## config.mk

```make
export PLATFORM = sky130hd
export DESIGN_NAME = keypad_matrix_scanner_unit
export DESIGN_NICKNAME = d
export VERILOG_FILES = /design/src/kms_pkg.sv /design/src/kms_cfg_regs.sv /design/src/kms_scan_core.sv /design/src/keypad_matrix_scanner_unit.sv
export SDC_FILE = /design/constraint.sdc
export NUM_CORES = 1
export LEC_CHECK = 0
export ABC_AREA = 1
export BUFFER_PORTS_ARGS = -buffer_cell sky130_fd_sc_hd__buf_2
export CORE_ASPECT_RATIO = 1.4
export CORE_UTILIZATION = 50
export CTS_BUF_LIST = sky130_fd_sc_hd__clkbuf_4 sky130_fd_sc_hd__clkbuf_8 sky130_fd_sc_hd__clkbuf_16
export DETAILED_ROUTE_END_ITERATION = 10
export PLACE_DENSITY_LB_ADDON = 0.15
export SLEW_MARGIN = 30
export SYNTH_ARGS = -nofsm -noshare
export SYNTH_HDL_FRONTEND = slang
export SYNTH_HIERARCHICAL = 1
export SYNTH_SLANG_ARGS = --single-unit
```

## constraint.sdc

```tcl
create_clock -name i_clk -period 6.2 [get_ports i_clk]
set_clock_uncertainty 0.05 [all_clocks]
set_input_delay 0.62 -clock i_clk [delete_from_list [all_inputs] [get_ports i_clk]]
set_output_delay 0.62 -clock i_clk [all_outputs]
set_load 0.05 [all_outputs]
```

## src/kms_pkg.sv

```systemverilog
package kms_pkg;

    // Keypad geometry limits.
    localparam int MAX_COLUMNS = 10;
    localparam int MAX_ROWS    = 10;

    // Field widths.
    localparam int DRIVE_W   = 10;
    localparam int ROWS_W    = 10;
    localparam int CODE_W    = 7;
    localparam int WAIT_W    = 16;
    localparam int IDX_W     = 4;
    localparam int CFG_IDX_W = 2;
    localparam int CFG_DATA_W = 16;

    // Packed stream widths, filled up to whole bytes.
    localparam int IN_TDATA_W  = 16;
    localparam int OUT_TDATA_W = 24;

    // Register reset values.
    localparam logic [WAIT_W-1:0] DEFAULT_DEBOUNCE = 16'd20;
    localparam logic [IDX_W-1:0]  DEFAULT_COLUMNS  = 4'(MAX_COLUMNS);
    localparam logic [IDX_W-1:0]  DEFAULT_ROWS     = 4'(MAX_ROWS);

    // Configuration register indexes.
    localparam logic [CFG_IDX_W-1:0] CFG_DEBOUNCE = 2'd0;
    localparam logic [CFG_IDX_W-1:0] CFG_COLUMNS  = 2'd1;
    localparam logic [CFG_IDX_W-1:0] CFG_ROWS     = 2'd2;

    // Item kinds carried on the input tuser.
    localparam logic KIND_START = 1'b0;
    localparam logic KIND_TICK  = 1'b1;

    // Scanner phases.
    typedef enum logic [4:0] {
        PH_IDLE       = 5'b00001,
        PH_CHECK      = 5'b00010,
        PH_PRESS_WAIT = 5'b00100,
        PH_RELEASE    = 5'b01000,
        PH_AFTER_WAIT = 5'b10000
    } t_phase;

    // Live configuration.
    typedef struct packed {
        logic [WAIT_W-1:0] debounce_ticks;
        logic [IDX_W-1:0]  active_columns;
        logic [IDX_W-1:0]  active_rows;
    } t_cfg;

    // One result item.
    typedef struct packed {
        logic [CODE_W-1:0]  key_code;
        logic               key_found;
        logic               scan_done;
        logic [DRIVE_W-1:0] column_drive;
    } t_result;

    // Zero counts as one, anything above the maximum counts as the maximum.
    function automatic logic [IDX_W-1:0] clamp_count(input logic [IDX_W-1:0] v,
                                                      input logic [IDX_W-1:0] maxv);
        logic [IDX_W-1:0] r;
        if (v == '0) begin
            r = 4'd1;
        end else if (v > maxv) begin
            r = maxv;
        end else begin
            r = v;
        end
        return r;
    endfunction

    // Key code is column times ten plus row.
    function automatic logic [CODE_W-1:0] make_code(input logic [IDX_W-1:0] col,
                                                     input logic [IDX_W-1:0] row);
        logic [CODE_W:0] sum;
        sum = {1'b0, col, 3'b000} + {3'b000, col, 1'b0} + {4'b0000, row};
        return sum[CODE_W-1:0];
    endfunction

endpackage

```

## src/kms_cfg_regs.sv

```systemverilog
module kms_cfg_regs (
    input  logic                               i_clk,
    input  logic                               i_rst_n,
    input  logic                               i_cfg_we,
    input  logic [kms_pkg::CFG_IDX_W-1:0]      i_cfg_index,
    input  logic [kms_pkg::CFG_DATA_W-1:0]     i_cfg_data,
    output kms_pkg::t_cfg                      o_cfg
);

    kms_pkg::t_cfg r_cfg;
    kms_pkg::t_cfg n_cfg;

    // Register write decode; an index beyond the list writes nothing.
    always_comb begin
        n_cfg = r_cfg;
        if (i_cfg_we) begin
            unique case (i_cfg_index)
                kms_pkg::CFG_DEBOUNCE: n_cfg.debounce_ticks = i_cfg_data;
                kms_pkg::CFG_COLUMNS:  n_cfg.active_columns = i_cfg_data[kms_pkg::IDX_W-1:0];
                kms_pkg::CFG_ROWS:     n_cfg.active_rows    = i_cfg_data[kms_pkg::IDX_W-1:0];
                default:               n_cfg = r_cfg;
            endcase
        end
    end

    always_ff @(posedge i_clk) begin
        if (!i_rst_n) begin
            r_cfg.debounce_ticks <= kms_pkg::DEFAULT_DEBOUNCE;
            r_cfg.active_columns <= kms_pkg::DEFAULT_COLUMNS;
            r_cfg.active_rows    <= kms_pkg::DEFAULT_ROWS;
        end else begin
            r_cfg <= n_cfg;
        end
    end

    assign o_cfg = r_cfg;

endmodule

```

## src/kms_scan_core.sv

```systemverilog
module kms_scan_core (
    input  logic                            i_clk,
    input  logic                            i_rst_n,
    input  logic                            i_step,
    input  logic                            i_kind,
    input  logic [kms_pkg::ROWS_W-1:0]      i_row_levels,
    input  kms_pkg::t_cfg                   i_cfg,
    output kms_pkg::t_result                o_result
);

    kms_pkg::t_phase                r_phase;
    logic [kms_pkg::IDX_W-1:0]      r_col;
    logic [kms_pkg::IDX_W-1:0]      r_row;
    logic [kms_pkg::WAIT_W-1:0]     r_wait;
    logic [kms_pkg::CODE_W-1:0]     r_code;
    logic                           r_found;

    kms_pkg::t_phase                n_phase;
    logic [kms_pkg::IDX_W-1:0]      n_col;
    logic [kms_pkg::IDX_W-1:0]      n_row;
    logic [kms_pkg::WAIT_W-1:0]     n_wait;
    logic [kms_pkg::CODE_W-1:0]     n_code;
    logic                           n_found;
    logic                           done;

    logic [kms_pkg::IDX_W-1:0]      rows_lim;
    logic [kms_pkg::IDX_W-1:0]      cols_lim;
    logic [kms_pkg::IDX_W-1:0]      adv_row;
    logic [kms_pkg::IDX_W-1:0]      adv_col;
    logic                           row_wrap;
    logic                           sweep_end;
    logic [15:0]                    levels_ext;
    logic                           pressed;
    logic [kms_pkg::WAIT_W-1:0]     wait_dec;
    logic                           debounce_zero;
    logic [15:0]                    drive_ext;

    // Row and column advance, shared by every place that ends a row.
    always_comb begin
        rows_lim  = kms_pkg::clamp_count(i_cfg.active_rows, kms_pkg::DEFAULT_ROWS);
        cols_lim  = kms_pkg::clamp_count(i_cfg.active_columns, kms_pkg::DEFAULT_COLUMNS);
        adv_row   = r_row + 4'd1;
        adv_col   = r_col + 4'd1;
        row_wrap  = (adv_row >= rows_lim);
        sweep_end = row_wrap && (adv_col >= cols_lim);
    end

    // Examined row level; rows beyond the pins read as pressed.
    assign levels_ext    = {{(16-kms_pkg::ROWS_W){1'b0}}, i_row_levels};
    assign pressed       = ~levels_ext[r_row];
    assign wait_dec      = r_wait - 16'd1;
    assign debounce_zero = (i_cfg.debounce_ticks == '0);

    // Next-state logic for one accepted item.
    always_comb begin
        n_phase = r_phase;
        n_col   = r_col;
        n_row   = r_row;
        n_wait  = r_wait;
        n_code  = r_code;
        n_found = r_found;
        done    = 1'b0;

        if (i_kind == kms_pkg::KIND_START) begin
            // A start request only matters when idle.
            if (r_phase == kms_pkg::PH_IDLE) begin
                n_col   = '0;
                n_row   = '0;
                n_wait  = '0;
                n_code  = '0;
                n_found = 1'b0;
                n_phase = kms_pkg::PH_CHECK;
            end
        end else begin
            unique case (r_phase)
                kms_pkg::PH_IDLE: begin
                    n_phase = kms_pkg::PH_IDLE;
                end
                kms_pkg::PH_CHECK: begin
                    if (pressed) begin
                        if (debounce_zero) begin
                            n_phase = kms_pkg::PH_RELEASE;
                        end else begin
                            n_wait  = i_cfg.debounce_ticks;
                            n_phase = kms_pkg::PH_PRESS_WAIT;
                        end
                    end else begin
                        done = sweep_end;
                    end
                end
                kms_pkg::PH_PRESS_WAIT: begin
                    n_wait = wait_dec;
                    if (wait_dec == '0) begin
                        n_phase = kms_pkg::PH_RELEASE;
                    end
                end
                kms_pkg::PH_RELEASE: begin
                    if (!pressed) begin
                        n_code  = kms_pkg::make_code(r_col, r_row);
                        n_found = 1'b1;
                        if (!debounce_zero) begin
                            n_wait  = i_cfg.debounce_ticks;
                            n_phase = kms_pkg::PH_AFTER_WAIT;
                        end else begin
                            done = sweep_end;
                        end
                    end
                end
                kms_pkg::PH_AFTER_WAIT: begin
                    n_wait = wait_dec;
                    if (wait_dec == '0) begin
                        done = sweep_end;
                    end
                end
                default: begin
                    n_phase = kms_pkg::PH_IDLE;
                end
            endcase

            // Every path that ends a row steps to the next row or column, or back to idle when the sweep ends.
            if ((r_phase == kms_pkg::PH_CHECK && !pressed) ||
                (r_phase == kms_pkg::PH_RELEASE && !pressed && debounce_zero) ||
                (r_phase == kms_pkg::PH_AFTER_WAIT && wait_dec == '0)) begin
                if (row_wrap) begin
                    n_row = '0;
                    if (sweep_end) begin
                        n_col   = '0;
                        n_phase = kms_pkg::PH_IDLE;
                    end else begin
                        n_col   = adv_col;
                        n_phase = kms_pkg::PH_CHECK;
                    end
                end else begin
                    n_row   = adv_row;
                    n_phase = kms_pkg::PH_CHECK;
                end
            end
        end
    end

    // State registers.
    always_ff @(posedge i_clk) begin
        if (!i_rst_n) begin
            r_phase <= kms_pkg::PH_IDLE;
            r_col   <= '0;
            r_row   <= '0;
            r_wait  <= '0;
            r_code  <= '0;
            r_found <= 1'b0;
        end else if (i_step) begin
            r_phase <= n_phase;
            r_col   <= n_col;
            r_row   <= n_row;
            r_wait  <= n_wait;
            r_code  <= n_code;
            r_found <= n_found;
        end
    end

    // Result of this item, showing the drive after the step.
    assign drive_ext = ~(16'd1 << n_col);
    always_comb begin
        o_result.column_drive = (n_phase == kms_pkg::PH_IDLE) ? '1
                                                              : drive_ext[kms_pkg::DRIVE_W-1:0];
        o_result.scan_done    = done;
        o_result.key_found    = done & n_found;
        o_result.key_code     = done ? n_code : '0;
    end

endmodule

```

## src/keypad_matrix_scanner_unit.sv

```systemverilog
// Matrix keypad scanner with debounce. A start transfer (tuser 0) while idle
// begins a sweep over the columns; tick transfers (tuser 1) step through the
// rows of the driven column, examining a row, debouncing a press, waiting for
// release, recording the code column*10+row and debouncing again. Every input
// transfer yields exactly one result transfer, which shows the column drive
// after that item; the result that ends the sweep carries scan_done with
// key_found and the last key code. The block takes one item per clock cycle
// while the result side is not stalled; an item is held in the input register
// and its result in the result register, and the scanner state is updated in
// a single step between them. The configuration registers are read live by
// the scanner, so they should be written only while no transfer is in flight.
module keypad_matrix_scanner_unit (
    input  logic                                 i_clk,
    input  logic                                 i_rst_n,
    // Input stream.
    input  logic                                 s_axis_tvalid,
    output logic                                 s_axis_tready,
    input  logic [kms_pkg::IN_TDATA_W-1:0]       s_axis_tdata,  // [9:0] row_levels
    input  logic                                 s_axis_tuser,  // [0] kind
    // Result stream.
    output logic                                 m_axis_tvalid,
    input  logic                                 m_axis_tready,
    // [9:0] column_drive, [10] scan_done, [11] key_found, [18:12] key_code
    output logic [kms_pkg::OUT_TDATA_W-1:0]      m_axis_tdata,
    // Configuration writes.
    input  logic                                 i_cfg_we,
    input  logic [kms_pkg::CFG_IDX_W-1:0]        i_cfg_index,
    input  logic [kms_pkg::CFG_DATA_W-1:0]       i_cfg_data
);

    kms_pkg::t_cfg                   cfg;
    kms_pkg::t_result                result;

    logic                            r_in_valid;
    logic                            r_in_kind;
    logic [kms_pkg::ROWS_W-1:0]      r_in_rows;
    logic                            r_out_valid;
    kms_pkg::t_result                r_out;
    logic                            step;

    kms_cfg_regs u_cfg (
        .i_clk       (i_clk),
        .i_rst_n     (i_rst_n),
        .i_cfg_we    (i_cfg_we),
        .i_cfg_index (i_cfg_index),
        .i_cfg_data  (i_cfg_data),
        .o_cfg       (cfg)
    );

    // The held item moves on when the result register is free or drains now.
    assign step          = r_in_valid && (!r_out_valid || m_axis_tready);
    assign s_axis_tready = !r_in_valid || step;

    // Input register.
    always_ff @(posedge i_clk) begin
        if (!i_rst_n) begin
            r_in_valid <= 1'b0;
        end else if (s_axis_tready) begin
            r_in_valid <= s_axis_tvalid;
        end
    end

    always_ff @(posedge i_clk) begin
        if (s_axis_tready && s_axis_tvalid) begin
            r_in_kind <= s_axis_tuser;
            r_in_rows <= s_axis_tdata[kms_pkg::ROWS_W-1:0];
        end
    end

    kms_scan_core u_core (
        .i_clk        (i_clk),
        .i_rst_n      (i_rst_n),
        .i_step       (step),
        .i_kind       (r_in_kind),
        .i_row_levels (r_in_rows),
        .i_cfg        (cfg),
        .o_result     (result)
    );

    // Result register.
    always_ff @(posedge i_clk) begin
        if (!i_rst_n) begin
            r_out_valid <= 1'b0;
        end else if (step) begin
            r_out_valid <= 1'b1;
        end else if (m_axis_tready) begin
            r_out_valid <= 1'b0;
        end
    end

    always_ff @(posedge i_clk) begin
        if (step) begin
            r_out <= result;
        end
    end

    assign m_axis_tvalid = r_out_valid;
    assign m_axis_tdata  = {{(kms_pkg::OUT_TDATA_W - $bits(kms_pkg::t_result)){1'b0}}, r_out};

endmodule

```

==> metrics.csv <==
metric,value,unit
Total Wirelength,12000,µm
peak supply drop,0.000146,V
crit path DAT,3320,ps
drt drc,0,
R2R Path End,m_axis_tdata[9]$_DFFE_PP_,
placed cell count,918,
Unique masters post-synth,43,
Pleak,2.72,nW
Detailed Routing Iterations Pass 1,5,
final worst setup slack,2930,ps
CP Class,flip-flop to flip-flop,
hold path cells,1,
TritonCTS clock tree,done,
Worst R2R Start,u_core/r_row[0]$_SDFFE_PN0P_,
crit-path cells,ha_1 > ha_1 > inv_1 > nor2_1 > o211ai_1 > nand3_1 > o21ai_0 > nor2_1 > nand2_4 > nand3_2 > nand2_1 > clkinv_1 > nand3_4 > nand3_1,
Worst Path Max Fanout,13,
final hold vios,0,
post-synthesis sequential area ratio,0.388,
crit-path max cell delay,570,ps
post-layout util,0.567,
area delta synth->final,10.8,%
Hold Buf Count CTS,0,
CP startpoint kind,flip-flop,
Iteration-0 DRC Markers,268,
post-route cell area,0.00617,mm²
CP top delay family,simple AND/OR/NAND/NOR gates,
Hold WC Path Type,input pin to flip-flop,
total CTS buffers,9,
TNS Setup,0,ps
"Gates resized, CTS repair",0,
Ant. Diodes,0,
Clock Tree Buf Depth,2,
worst hold start,s_axis_tuser,
I/O Pins,66,
Clock transition at path regs,70,ps
Slew HR,0.399,
Yosys reg bits,93,
routed length per instance,12.8,µm
syn_area_per_cell,7.42,µm²
Min-Delay Endpoint,r_in_kind$_DFFE_PP_,
max-slew violations,0,
Power Dens Cells,249,mW/mm²
Filler Cell Count,1038,
Core Rows,45,
Final period util,0.528,
Crit path buffers/inverters,2,
WP data required,6240,ps
vias,4914,
GR Overflow Total,0,
Root Buffer,clkbuf_16,
Global Route Usage Sum,0.219,
Worst-Margin Slew,901,ps
Finished Layout Cells,934,
I/O Buffers,54,
clock sink count,93,
largest net degree at the start of global routing,50,
core area,0.0109,mm²
outcome,"complete, no violations",
max cap viols,0,
slowest CP cell,dfxtp_1,
Final setup viols,0,
Critical Path End Type,flip-flop,
DR vias/cell,5.26,
Final Net Count,849,
R2R setup slack,2930,ps
layout cells sized above 1,0.142,
RSZ-0062 raised after global routing,false,
Tmin final,3270,ps
Setup WS pre-CTS,2790,ps
die height,127,µm
R2R cell count,14,
Initial Util,0.512,
# H-tree levels,3,
Yosys Warn Count,6,
fmax,305,MHz
Gate Count Post-Synth,750,
Chip Width,91.2,µm
Setup Buffers After CTS,0,
placed cell area,0.00584,mm²
initial antenna violation count,0,
first-pass GRT wire length,20600,µm
Detailed Place HPWL,8490,µm
DRT antenna net count,0,
clk_lat worst skew,350,ps
crit path from,u_core/r_row[0]$_SDFFE_PN0P_,
die area,0.0116,mm²
GPL Wtd Cong,0.912,
"Cell Area, Synth",0.00557,mm²
vias in the first global route,4553,
Yosys cell counts, drive strengths merged:
master | number | area [µm²]
a211oi | 1 | 7.51
a21oi | 75 | 379
a22oi | 1 | 7.51
and2 | 1 | 6.26
buf | 25 | 176
clkbuf | 9 | 33.8
clkinv | 3 | 11.3
conb | 1 | 3.75
dfxtp | 63 | 1260
edfxtp | 30 | 901
fa | 2 | 40.0
ha | 19 | 238
inv | 95 | 357
maj3 | 2 | 20.0
nand2 | 150 | 619
nand3 | 77 | 435
nand3b | 7 | 52.6
nand4 | 7 | 43.8
nor2 | 91 | 399
nor3 | 1 | 5.00
nor4 | 7 | 50.1
o211ai | 18 | 135
o21ai | 49 | 260
o21bai | 1 | 7.51
o22ai | 5 | 31.3
or2 | 1 | 6.26
xnor2 | 4 | 35.0
xor2 | 5 | 43.8
cells in the final DEF, fill, tap and decap left out, types with 6 or more instances in the layout:
master | synthesis | layout
a21oi_1 | 74 | 73
buf_2 | 9 | 54
clkbuf_16 | 0 | 9
dfxtp_1 | 63 | 63
edfxtp_1 | 30 | 30
ha_1 | 19 | 19
inv_1 | 92 | 92
nand2_1 | 139 | 139
nand2_2 | 7 | 7
nand3_1 | 70 | 70
nand3b_1 | 7 | 7
nand4_1 | 7 | 7
nor2_1 | 80 | 80
nor2_4 | 6 | 6
nor4_1 | 6 | 6
o211ai_1 | 18 | 18
o21ai_0 | 41 | 41
worst max-delay path by stage:
stage                                      to  depth (start not counted)
2_1_floorplan  u_core/r_wait[12]$_SDFFE_PN0P_                          9
3_3_place_gp    u_core/r_wait[6]$_SDFFE_PN0P_                         10
3_5_place_dp    u_core/r_wait[7]$_SDFFE_PN0P_                         10
4_1_cts             m_axis_tdata[4]$_DFFE_PP_                         14
5_1_grt             m_axis_tdata[0]$_DFFE_PP_                         15
6_report            m_axis_tdata[9]$_DFFE_PP_                         14
worst reg2reg max path, stage by stage (launching register included):
cell and delay, ps:
dfxtp_1 570, ha_1 320, ha_1 310, inv_1 60, nor2_1 40, o211ai_1 160
nand3_1 290, o21ai_0 330, nor2_1 150, nand2_4 190, nand3_2 110, nand2_1 90
clkinv_1 90, nand3_4 140, nand3_1 90
layout make-up:
type	instances	area (µm²)	share of cell area
timing repair buffer	57	293	0.0475
clock inverter	6	88.8	0.0144
clock buffer	10	233	0.0377
multi-input combinational	529	2850	0.461
sequential	93	2160	0.351
tap	141	176	0.0286
inverter	98	368	0.0597
report_power, final:
group	switching (mW)	internal (mW)	leakage [nW]
Combinational	0.178	0.0833	1.78
Sequential	0.0229	0.656	0.786
Clock	0.237	0.358	0.152
cells by family after synthesis:
kind of cell | share of synthesized area
adders and majority gates | 0.0535
xor gates and xnor gates | 0.0142
other | 0.000674
buffers and inverters | 0.104
AOI/OAI and AO/OA | 0.149
DFF | 0.388
and+or+nand+nor | 0.291
metal layers:
metal | part of all wire | GRT usage | vias to the layer above | wire length [µm]
met4 | 0.027 | 0.0980 | 0 | 319
met2 | 0.50 | 0.381 | 99 | 5960
li1 | - | - | 2554 | -
met1 | 0.45 | 0.267 | 2239 | 5350
met3 | 0.030 | 0.0318 | 22 | 362
met5 | 0 | 0 | - | 0
per-stage QoR:
stage / hold WS, ps / power [mW]
CTS: 380 / 1.54
detailed placement: 416 / 0.951
global route: 382 / 1.61
finish: 391 / 1.53
global placement: 411 / 0.945
floorplan: 397 / 0.897
state kept, by name, summed over array words and instances (netlist names):
name / flops
u_core/r_row: 4
r_in_kind: 1
u_cfg/o_cfg: 24
m_axis_tvalid: 1
u_core/r_col: 4
r_in_rows: 10
u_core/r_found: 1
m_axis_tdata: 19
u_core/r_code: 7
u_core/r_wait: 16
u_core/r_phase: 5
r_in_valid: 1
Power figures use the tool's default switching activity.
